==> src/pressure_report_trigger_macros.svh <==
// Assertion macros for the pressure report trigger.
`ifndef PRESSURE_REPORT_TRIGGER_MACROS_SVH
`define PRESSURE_REPORT_TRIGGER_MACROS_SVH

`ifndef SYNTHESIS
// same-cycle implication, checked on clk with rst_n held off
`define PRT_ASSERT_IMP(lbl, ante, cons, msg) \
  lbl: assert property (@(posedge clk) disable iff (!rst_n) (ante) |-> (cons)) \
    else $error(msg);
// next-cycle implication
`define PRT_ASSERT_NXT(lbl, ante, cons, msg) \
  lbl: assert property (@(posedge clk) disable iff (!rst_n) (ante) |=> (cons)) \
    else $error(msg);
`else
`define PRT_ASSERT_IMP(lbl, ante, cons, msg)
`define PRT_ASSERT_NXT(lbl, ante, cons, msg)
`endif

`endif

==> src/prt_pkg.sv <==
// Types and constants shared by the pressure report trigger.
package prt_pkg;

  localparam int PRES_W   = 16;
  localparam int VBAT_W   = 10;
  localparam int DTHR_W   = 12;
  localparam int CNT_W    = 8;
  localparam int HB_W     = 16;
  localparam int NEAR_W   = 4;
  localparam int PERIOD_W = 16;
  localparam int FAIL_W   = 8;
  localparam int CFG_IDX_W  = 3;
  localparam int CFG_DATA_W = 16;

  typedef logic [1:0] func_t;
  localparam func_t FUNC_TICK = 2'd0;
  localparam func_t FUNC_KEY  = 2'd1;
  localparam func_t FUNC_SEND = 2'd2;

  typedef logic [1:0] cause_t;
  localparam cause_t CAUSE_RESET = 2'd0;
  localparam cause_t CAUSE_DELTA = 2'd1;
  localparam cause_t CAUSE_TIMER = 2'd2;
  localparam cause_t CAUSE_KEY   = 2'd3;

  typedef logic [CFG_IDX_W-1:0] cfg_idx_t;
  localparam cfg_idx_t REG_DELTA_THR  = 3'd0;
  localparam cfg_idx_t REG_VBAT_THR   = 3'd1;
  localparam cfg_idx_t REG_HB_TICKS   = 3'd2;
  localparam cfg_idx_t REG_LOW_LIMIT  = 3'd3;
  localparam cfg_idx_t REG_OK_LIMIT   = 3'd4;
  localparam cfg_idx_t REG_NEAR_LIMIT = 3'd5;
  localparam cfg_idx_t REG_SLOW_PER   = 3'd6;
  localparam cfg_idx_t REG_NORM_PER   = 3'd7;

  localparam logic [DTHR_W-1:0]   RST_DELTA_THR  = 12'd20;
  localparam logic [VBAT_W-1:0]   RST_VBAT_THR   = 10'd340;
  localparam logic [HB_W-1:0]     RST_HB_TICKS   = 16'd330;
  localparam logic [CNT_W-1:0]    RST_LOW_LIMIT  = 8'd30;
  localparam logic [CNT_W-1:0]    RST_OK_LIMIT   = 8'd6;
  localparam logic [NEAR_W-1:0]   RST_NEAR_LIMIT = 4'd3;
  localparam logic [PERIOD_W-1:0] RST_SLOW_PER   = 16'd54;
  localparam logic [PERIOD_W-1:0] RST_NORM_PER   = 16'd20;
  localparam logic [PERIOD_W-1:0] BOOT_PERIOD    = 16'd18;

endpackage

==> src/pressure_report_trigger.sv <==
// Top level: report request logic for a battery-powered pressure node.
// Each input word is one event (sample tick, key press or send done) and yields
// one output word showing the request state after that event. A word is held in
// the input register and is evaluated against the state registers on the way
// into the output register, and one word is taken every cycle; the output
// register decouples the two channels, and the input stalls only while the
// output word is held back.
`include "pressure_report_trigger_macros.svh"

module pressure_report_trigger (
  input  logic                                clk,
  input  logic                                rst_n,
  input  logic                                in_valid,
  output logic                                in_ready,
  input  prt_pkg::func_t                      in_func,
  input  logic signed [prt_pkg::PRES_W-1:0]   in_pressure,
  input  logic [prt_pkg::VBAT_W-1:0]          in_vbat,
  input  logic                                in_key_level,
  input  logic                                in_send_ok,
  output logic                                out_valid,
  input  logic                                out_ready,
  output logic                                out_push_pending,
  output prt_pkg::cause_t                     out_report_cause,
  output logic [prt_pkg::PERIOD_W-1:0]        out_wake_period,
  output logic [prt_pkg::FAIL_W-1:0]          out_error_count,
  input  logic                                cfg_we,
  input  prt_pkg::cfg_idx_t                   cfg_index,
  input  logic [prt_pkg::CFG_DATA_W-1:0]      cfg_wdata
);
  import prt_pkg::*;

  // configuration
  logic [DTHR_W-1:0]   delta_thr_r;
  logic [VBAT_W-1:0]   vbat_thr_r;
  logic [HB_W-1:0]     hb_ticks_r;
  logic [CNT_W-1:0]    low_limit_r;
  logic [CNT_W-1:0]    ok_limit_r;
  logic [NEAR_W-1:0]   near_limit_r;
  logic [PERIOD_W-1:0] slow_per_r;
  logic [PERIOD_W-1:0] norm_per_r;

  // input register
  logic                     in_vld_r;
  func_t                    func_r;
  logic signed [PRES_W-1:0] pres_r;
  logic [VBAT_W-1:0]        vbat_r;
  logic                     key_r;
  logic                     ok_r;

  // node state
  logic signed [PRES_W-1:0] ref_r,    ref_nxt;
  logic [CNT_W-1:0]         low_r,    low_nxt;
  logic [CNT_W-1:0]         good_r,   good_nxt;
  logic [HB_W-1:0]          hb_r,     hb_nxt;
  logic [NEAR_W-1:0]        near_r,   near_nxt;
  logic                     req_r,    req_nxt;
  cause_t                   cause_r,  cause_nxt;
  logic [FAIL_W-1:0]        fail_r,   fail_nxt;
  logic [PERIOD_W-1:0]      period_r, period_nxt;

  // output register
  logic                out_vld_r;
  logic                out_push_r;
  cause_t              out_cause_r;
  logic [PERIOD_W-1:0] out_period_r;
  logic [FAIL_W-1:0]   out_err_r;

  logic                   advance;
  logic signed [PRES_W:0] diff;
  logic [PRES_W-1:0]      dp;
  logic [PRES_W:0]        dp2;
  logic [CNT_W-1:0]       low_inc, good_inc;
  logic [HB_W-1:0]        hb_inc;
  logic [NEAR_W-1:0]      near_inc;
  logic [FAIL_W-1:0]      fail_inc;

  assign advance  = in_vld_r && (!out_vld_r || out_ready);
  assign in_ready = !in_vld_r || advance;

  assign diff = {pres_r[PRES_W-1], pres_r} - {ref_r[PRES_W-1], ref_r};
  // magnitude never exceeds 65535
  assign dp   = diff[PRES_W] ? PRES_W'(-diff) : diff[PRES_W-1:0];
  assign dp2  = {dp, 1'b0};

  assign low_inc  = (low_r  == '1) ? low_r  : low_r  + CNT_W'(1);
  assign good_inc = (good_r == '1) ? good_r : good_r + CNT_W'(1);
  assign hb_inc   = (hb_r   == '1) ? hb_r   : hb_r   + HB_W'(1);
  assign near_inc = (near_r == '1) ? near_r : near_r + NEAR_W'(1);
  assign fail_inc = (fail_r == '1) ? fail_r : fail_r + FAIL_W'(1);

  always_comb begin
    ref_nxt    = ref_r;
    low_nxt    = low_r;
    good_nxt   = good_r;
    hb_nxt     = hb_r;
    near_nxt   = near_r;
    req_nxt    = req_r;
    cause_nxt  = cause_r;
    fail_nxt   = fail_r;
    period_nxt = period_r;
    case (func_r)
      FUNC_TICK: begin
        if (key_r) begin
          if (vbat_r <= vbat_thr_r) begin
            low_nxt  = low_inc;
            good_nxt = '0;
            if (low_inc >= low_limit_r) begin
              low_nxt    = '0;
              period_nxt = slow_per_r;
            end
          end else begin
            good_nxt = good_inc;
            low_nxt  = '0;
            if (good_inc >= ok_limit_r) begin
              good_nxt   = '0;
              period_nxt = norm_per_r;
            end
          end
          hb_nxt = hb_inc;
          if (hb_inc >= hb_ticks_r) begin
            req_nxt   = 1'b1;
            cause_nxt = CAUSE_TIMER;
            hb_nxt    = '0;
            fail_nxt  = '0;
          end
          if (dp >= PRES_W'(delta_thr_r)) begin
            req_nxt   = 1'b1;
            cause_nxt = CAUSE_DELTA;
            near_nxt  = '0;
          end else if (dp2 >= (PRES_W+1)'(delta_thr_r)) begin
            near_nxt = near_inc;
            if (near_inc >= near_limit_r) begin
              req_nxt   = 1'b1;
              cause_nxt = CAUSE_DELTA;
              near_nxt  = '0;
            end
          end else begin
            near_nxt = '0;
          end
        end
      end
      FUNC_KEY: begin
        req_nxt   = 1'b1;
        cause_nxt = CAUSE_KEY;
      end
      FUNC_SEND: begin
        if (req_r) begin
          req_nxt = 1'b0;
          if (ok_r) begin
            ref_nxt = pres_r;
          end else begin
            fail_nxt = fail_inc;
          end
        end
      end
      default: ;
    endcase
  end

  always_ff @(posedge clk) begin
    if (!rst_n) begin
      delta_thr_r  <= RST_DELTA_THR;
      vbat_thr_r   <= RST_VBAT_THR;
      hb_ticks_r   <= RST_HB_TICKS;
      low_limit_r  <= RST_LOW_LIMIT;
      ok_limit_r   <= RST_OK_LIMIT;
      near_limit_r <= RST_NEAR_LIMIT;
      slow_per_r   <= RST_SLOW_PER;
      norm_per_r   <= RST_NORM_PER;
    end else if (cfg_we) begin
      unique case (cfg_index)
        REG_DELTA_THR:  delta_thr_r  <= cfg_wdata[DTHR_W-1:0];
        REG_VBAT_THR:   vbat_thr_r   <= cfg_wdata[VBAT_W-1:0];
        REG_HB_TICKS:   hb_ticks_r   <= cfg_wdata[HB_W-1:0];
        REG_LOW_LIMIT:  low_limit_r  <= cfg_wdata[CNT_W-1:0];
        REG_OK_LIMIT:   ok_limit_r   <= cfg_wdata[CNT_W-1:0];
        REG_NEAR_LIMIT: near_limit_r <= cfg_wdata[NEAR_W-1:0];
        REG_SLOW_PER:   slow_per_r   <= cfg_wdata[PERIOD_W-1:0];
        REG_NORM_PER:   norm_per_r   <= cfg_wdata[PERIOD_W-1:0];
        default: ;
      endcase
    end
  end

  always_ff @(posedge clk) begin
    if (!rst_n) begin
      in_vld_r <= 1'b0;
    end else if (in_ready) begin
      in_vld_r <= in_valid;
    end
  end

  always_ff @(posedge clk) begin
    if (in_ready && in_valid) begin
      func_r <= in_func;
      pres_r <= in_pressure;
      vbat_r <= in_vbat;
      key_r  <= in_key_level;
      ok_r   <= in_send_ok;
    end
  end

  always_ff @(posedge clk) begin
    if (!rst_n) begin
      ref_r    <= '0;
      low_r    <= '0;
      good_r   <= '0;
      hb_r     <= '0;
      near_r   <= '0;
      req_r    <= 1'b0;
      cause_r  <= CAUSE_RESET;
      fail_r   <= '0;
      period_r <= BOOT_PERIOD;
    end else if (advance) begin
      ref_r    <= ref_nxt;
      low_r    <= low_nxt;
      good_r   <= good_nxt;
      hb_r     <= hb_nxt;
      near_r   <= near_nxt;
      req_r    <= req_nxt;
      cause_r  <= cause_nxt;
      fail_r   <= fail_nxt;
      period_r <= period_nxt;
    end
  end

  always_ff @(posedge clk) begin
    if (!rst_n) begin
      out_vld_r <= 1'b0;
    end else if (advance) begin
      out_vld_r <= 1'b1;
    end else if (out_ready) begin
      out_vld_r <= 1'b0;
    end
  end

  always_ff @(posedge clk) begin
    if (advance) begin
      out_push_r   <= req_nxt;
      out_cause_r  <= cause_nxt;
      out_period_r <= period_nxt;
      out_err_r    <= fail_nxt;
    end
  end

  assign out_valid        = out_vld_r;
  assign out_push_pending = out_push_r;
  assign out_report_cause = out_cause_r;
  assign out_wake_period  = out_period_r;
  assign out_error_count  = out_err_r;

  `PRT_ASSERT_IMP(a_stall_cause, !in_ready, in_vld_r && out_vld_r && !out_ready, "input stalled without output backpressure")
  `PRT_ASSERT_NXT(a_adv_out, advance, out_vld_r, "evaluated word not presented")
  `PRT_ASSERT_IMP(a_req_cause, $rose(req_r), cause_r != CAUSE_RESET, "request raised without cause")
  `PRT_ASSERT_NXT(a_out_state, advance, out_push_r == req_r && out_err_r == fail_r && out_period_r == period_r, "output word differs from state")

endmodule
==> config.mk <==
export PLATFORM = sky130hd
export DESIGN_NAME = pressure_report_trigger
export DESIGN_NICKNAME = d
export VERILOG_FILES = /design/src/prt_pkg.sv /design/src/pressure_report_trigger.sv
export VERILOG_INCLUDE_DIRS = /design/src /design/src/src
export SDC_FILE = /design/constraint.sdc
export NUM_CORES = 1
export LEC_CHECK = 0
export BUFFER_PORTS_ARGS = -buffer_cell sky130_fd_sc_hd__buf_4
export CAP_MARGIN = 25
export CORE_MARGIN = 5
export CORE_UTILIZATION = 48
export CTS_BUF_LIST = sky130_fd_sc_hd__clkbuf_4 sky130_fd_sc_hd__clkbuf_8 sky130_fd_sc_hd__clkbuf_16
export CTS_CLUSTER_DIAMETER = 40
export DETAILED_ROUTE_END_ITERATION = 16
export HOLD_SLACK_MARGIN = 0.08
export PLACE_DENSITY = 0.77
export SYNTH_ARGS = -nofsm -noshare
export SYNTH_HDL_FRONTEND = slang
export SYNTH_SLANG_ARGS = --single-unit
==> constraint.sdc <==
create_clock -name clk -period 13.85 [get_ports clk]
set_input_delay 0 -clock clk [delete_from_list [all_inputs] [get_ports clk]]
set_output_delay 0 -clock clk [all_outputs]
set_load 0.01 [all_outputs]
==> flow_summary.yaml <==
routing:
  route.vias.total: 10700
  drtPass1Iterations: 5
  drt-initial-drc-count: 780
  routedWlPerCell_microns: 14.7
  detail_route.vias_per_cell: 5.50
  drt.antenna.violating_nets: 0
  post-route-drc-count: 0
  postRouteWirelength_microns: 28500
yosys:
  yosysWarningCount: 0
  post_synth.cell_area_avg_sq_um: 8.31
  postSynthCellCount: 1470
  yosysUniqueCellTypes: 61
  synth_edf_count: 57
  ys_dominant_reg_cell: "sky130_fd_sc_hd__dfxtp_1"
  syn_nets: 1616
  synth-seq-area-share: 0.420
  synthesis.area_sq_um: 12200
  flip_flop_and_latch_count_after_synthesis: 228
  async_reset_ff_frac: 0
clocking:
  tritoncts.num_buffers: 31
  cts_tree: "yes"
  ctsHtreeMaxLevel: 1
  cts_post_setup_buffers_inserted: 0
  clock_root_buffer: "sky130_fd_sc_hd__clkbuf_16"
  cts-root-to-sink-buffers: 3
  cts.sink_count: 228
  clk_pin_slew_ns: 0.06
  cts_repair_resize_count: 0
  worst_skew_pair.late_latency_ns: 0.57
  cts.hold.buffers_added: 60
floorplan:
  die_w_microns: 170
  placeableCoreArea_sq_um: 25100
  fp.dieArea_sq_um: 28700
  initial_utilization: 0.486
  row_count: 58
  dieHeight_microns: 170
  io_pins: 83
power:
  clock_power_share: 0.478
  p_sw_frac: 0.250
  power.total_uw: 1690
  power_per_cell_area_nw_per_um2: 114
  comb_power_share: 0.102
  cellLeakagePower_uw: 0.00588
  power.internal_uw: 1270
  ir_drop_mv: 0.102
  switch_pwr_uw: 422
  seq_power_share: 0.420
placed_design:
  post-place-cells: 1826
  hpwl_microns: 19500
  buffer_ports.inserted: 82
  globalplace.congestion: 0.867
  placement.cell_area_sq_um: 13100
global_routing:
  grt-ovfl-total: 0
  first_pass_grt_wire_length_microns: 47200
  grt.total_usage: 0.192
  grt_max_degree: 67
  grt_pass1_vias: 10100
  grt_antenna_before_repair: 0
critical_path:
  crit_path_cell_trace: "inv_1 > ha_1 > fa_1 > nand2b_1 > a21oi_2 > o21a_1 > a211oi_1 > nor2_1 > nor2_1 > xnor2_1 > ha_1 > a21oi_1 > a21boi_0 > o2111ai_1 > a31oi_1 > o211ai_1 > a21boi_0 > or2_0 > o41a_1 > o31a_1"
  end_kind: "flip-flop"
  required_ns: 14.15
  critical_path.slowest_cell: "sky130_fd_sc_hd__nor2_1"
  worst_ep_arrival_time_ns: 5.37
  worstReg2RegStart: "pres_r[0]"
  r2r_slack_ns: 8.78
  worst_r2r_path_depth: 20
  regToRegEndpoint: "out_push_pending"
  critical-path-max-stage-delay_ns: 0.56
  path_max_fanout: 12
  cp-start-kind: "flip-flop"
  worst-setup-path-type: "flip-flop to flip-flop"
hold_path:
  holdPathStages: 2
  worstHoldPathType: "input pin to flip-flop"
  hold_end: "vbat_r[6]"
  min_from: "in_vbat[6]"
cells_and_area:
  final_cells: 1946
  final_net_count: 1737
  leading_cell_type_in_the_layout_fill_and_taps_excluded: "sky130_fd_sc_hd__nand2_1"
  syn_to_final_growth_pct: 21.0
  layout.cells.most_common_list: "287 x sky130_fd_sc_hd__nand2_1, 171 x sky130_fd_sc_hd__dfxtp_1, 167 x sky130_fd_sc_hd__a21oi_1"
  post-route-cell-area_sq_um: 14800
  fillerInstances: 2168
  drive_gt1_frac: 0.102
  n_antenna_cell: 0
run:
  number_of_maximum_capacitance_constraint_violations: 0
sta:
  slew_headroom: 0.294
  period_share: 0.366
  worst_hold_slack_ns: 0.141
  unrepaired_setup_endpoints_after_global_routing: "false"
  achievable-frequency_ghz: 0.197
  hold_violations: 0
  setup_viol: 0
  fin_worst_skew_ns: 0.0206
  finalMaxSlewViolations: 0
  final.setup.tns_ns: 0
  post-route-min-period_ns: 5.07
  worst_pin_slew_ns: 1.06
run_status:
  run_status: "complete, no violations"
==> routing by layer <==
metal	vias up	track usage	part of all wire
met3	44	0.0268	0.059
li1	5374	-	-
met5	-	0	0
met2	288	0.346	0.49
met4	0	0.0490	0.018
met1	4993	0.244	0.43
==> cell usage after synthesis (all sizes together), types with 4 or more instances <==
| cell | n | share of area |
|---|---|---|
| nand2 | 287 | 0.088 |
| dfxtp | 171 | 0.28 |
| a21oi | 168 | 0.069 |
| nor2 | 96 | 0.029 |
| ha | 91 | 0.093 |
| inv | 89 | 0.027 |
| o21ai | 68 | 0.028 |
| clkbuf | 60 | 0.018 |
| edfxtp | 57 | 0.14 |
| nand3 | 41 | 0.017 |
| xnor2 | 33 | 0.024 |
| and2 | 32 | 0.016 |
| a22o | 25 | 0.018 |
| o211ai | 22 | 0.014 |
| and3 | 17 | 0.0087 |
| nand2b | 17 | 0.0087 |
| a21o | 16 | 0.0098 |
| a31oi | 15 | 0.0077 |
| nand4 | 15 | 0.0077 |
| nor2b | 15 | 0.0077 |
| a22oi | 14 | 0.0086 |
| nor3 | 12 | 0.0049 |
| xor2 | 11 | 0.0079 |
| mux2i | 9 | 0.0074 |
| a31o | 7 | 0.0050 |
| buf | 7 | 0.0026 |
| o21a | 7 | 0.0043 |
| or3 | 7 | 0.0036 |
| a211oi | 6 | 0.0037 |
| a21boi | 6 | 0.0037 |
| and4 | 6 | 0.0043 |
| nand3b | 5 | 0.0031 |
| o22ai | 4 | 0.0020 |
| o31ai | 4 | 0.0025 |
==> worst max path at each step <==
stage               from               end  slack (ns)  cells past startpoint
2_1_floorplan  pres_r[0]  out_push_pending        9.38                     21
3_3_place_gp   pres_r[0]  out_push_pending        8.97                     20
3_5_place_dp   pres_r[0]  out_push_pending        8.80                     20
4_1_cts        pres_r[0]  out_push_pending        8.78                     20
5_1_grt        pres_r[0]  out_push_pending        8.35                     20
6_report       pres_r[0]  out_push_pending        8.78                     20
==> final cells by class <==
cell class / instances / area, sq um / share of cell area
clock buffer: 39 / 907 / 0.0614
clock inverter: 19 / 171 / 0.0116
inverter: 89 / 335 / 0.0227
multi-input combinational: 1086 / 6490 / 0.439
sequential: 228 / 5130 / 0.347
tap: 330 / 413 / 0.0279
timing repair buffer: 155 / 1330 / 0.0902
==> worst max-delay path, delay by kind of cell, from the launching register on <==
family / cells / cell delay (ns)
compound gates: 11 / 2.12
xor+xnor: 1 / 0.23
flops: 1 / 0.35
fa+ha+maj: 3 / 0.88
buf+inv: 1 / 0.05
simple gates: 4 / 1.18
==> kinds of logic (layout without fill, tap and decap cells) <==
kind of cell             count (synthesis)  after routing  share of synthesized area
XOR/XNOR                                44             44                     0.0315
AND/OR/NAND/NOR                        558            558                      0.205
buffers and inverters                  156            302                     0.0483
AO/OA/AOI/OAI                          380            380                      0.190
flip-flops                             228            228                      0.420
multiplexers                            12             12                     0.0101
adder cells (fa/ha/maj)                 92             92                     0.0948
==> power groups by stage <==
stage,logic (uW),clock network [uW],registers (uW)
floorplan,106,0,723
global route,192,851,711
detailed placement,157,0,724
finish,172,807,710
global placement,152,0,723
CTS,171,823,709
==> sequential cells by signal, indices dropped and copies added (netlist names), 10 cells and up <==
name,flops
delta_thr_r,12
hb_r,16
hb_ticks_r,16
norm_per_r,16
out_wake_period,16
period_r,16
pres_r,16
ref_r,16
slow_per_r,16
vbat_r,10
vbat_thr_r,10
==> metrics by stage <==
stage | util | setup WS [ns]
2_1_floorplan | - | 9.38
3_5_place_dp | 0.521 | 8.80
3_3_place_gp | 0.520 | 8.97
4_1_cts | 0.587 | 8.78
6_report | 0.589 | 8.78
5_1_grt | 0.589 | 8.35
(Power assumes the default switching activity.)
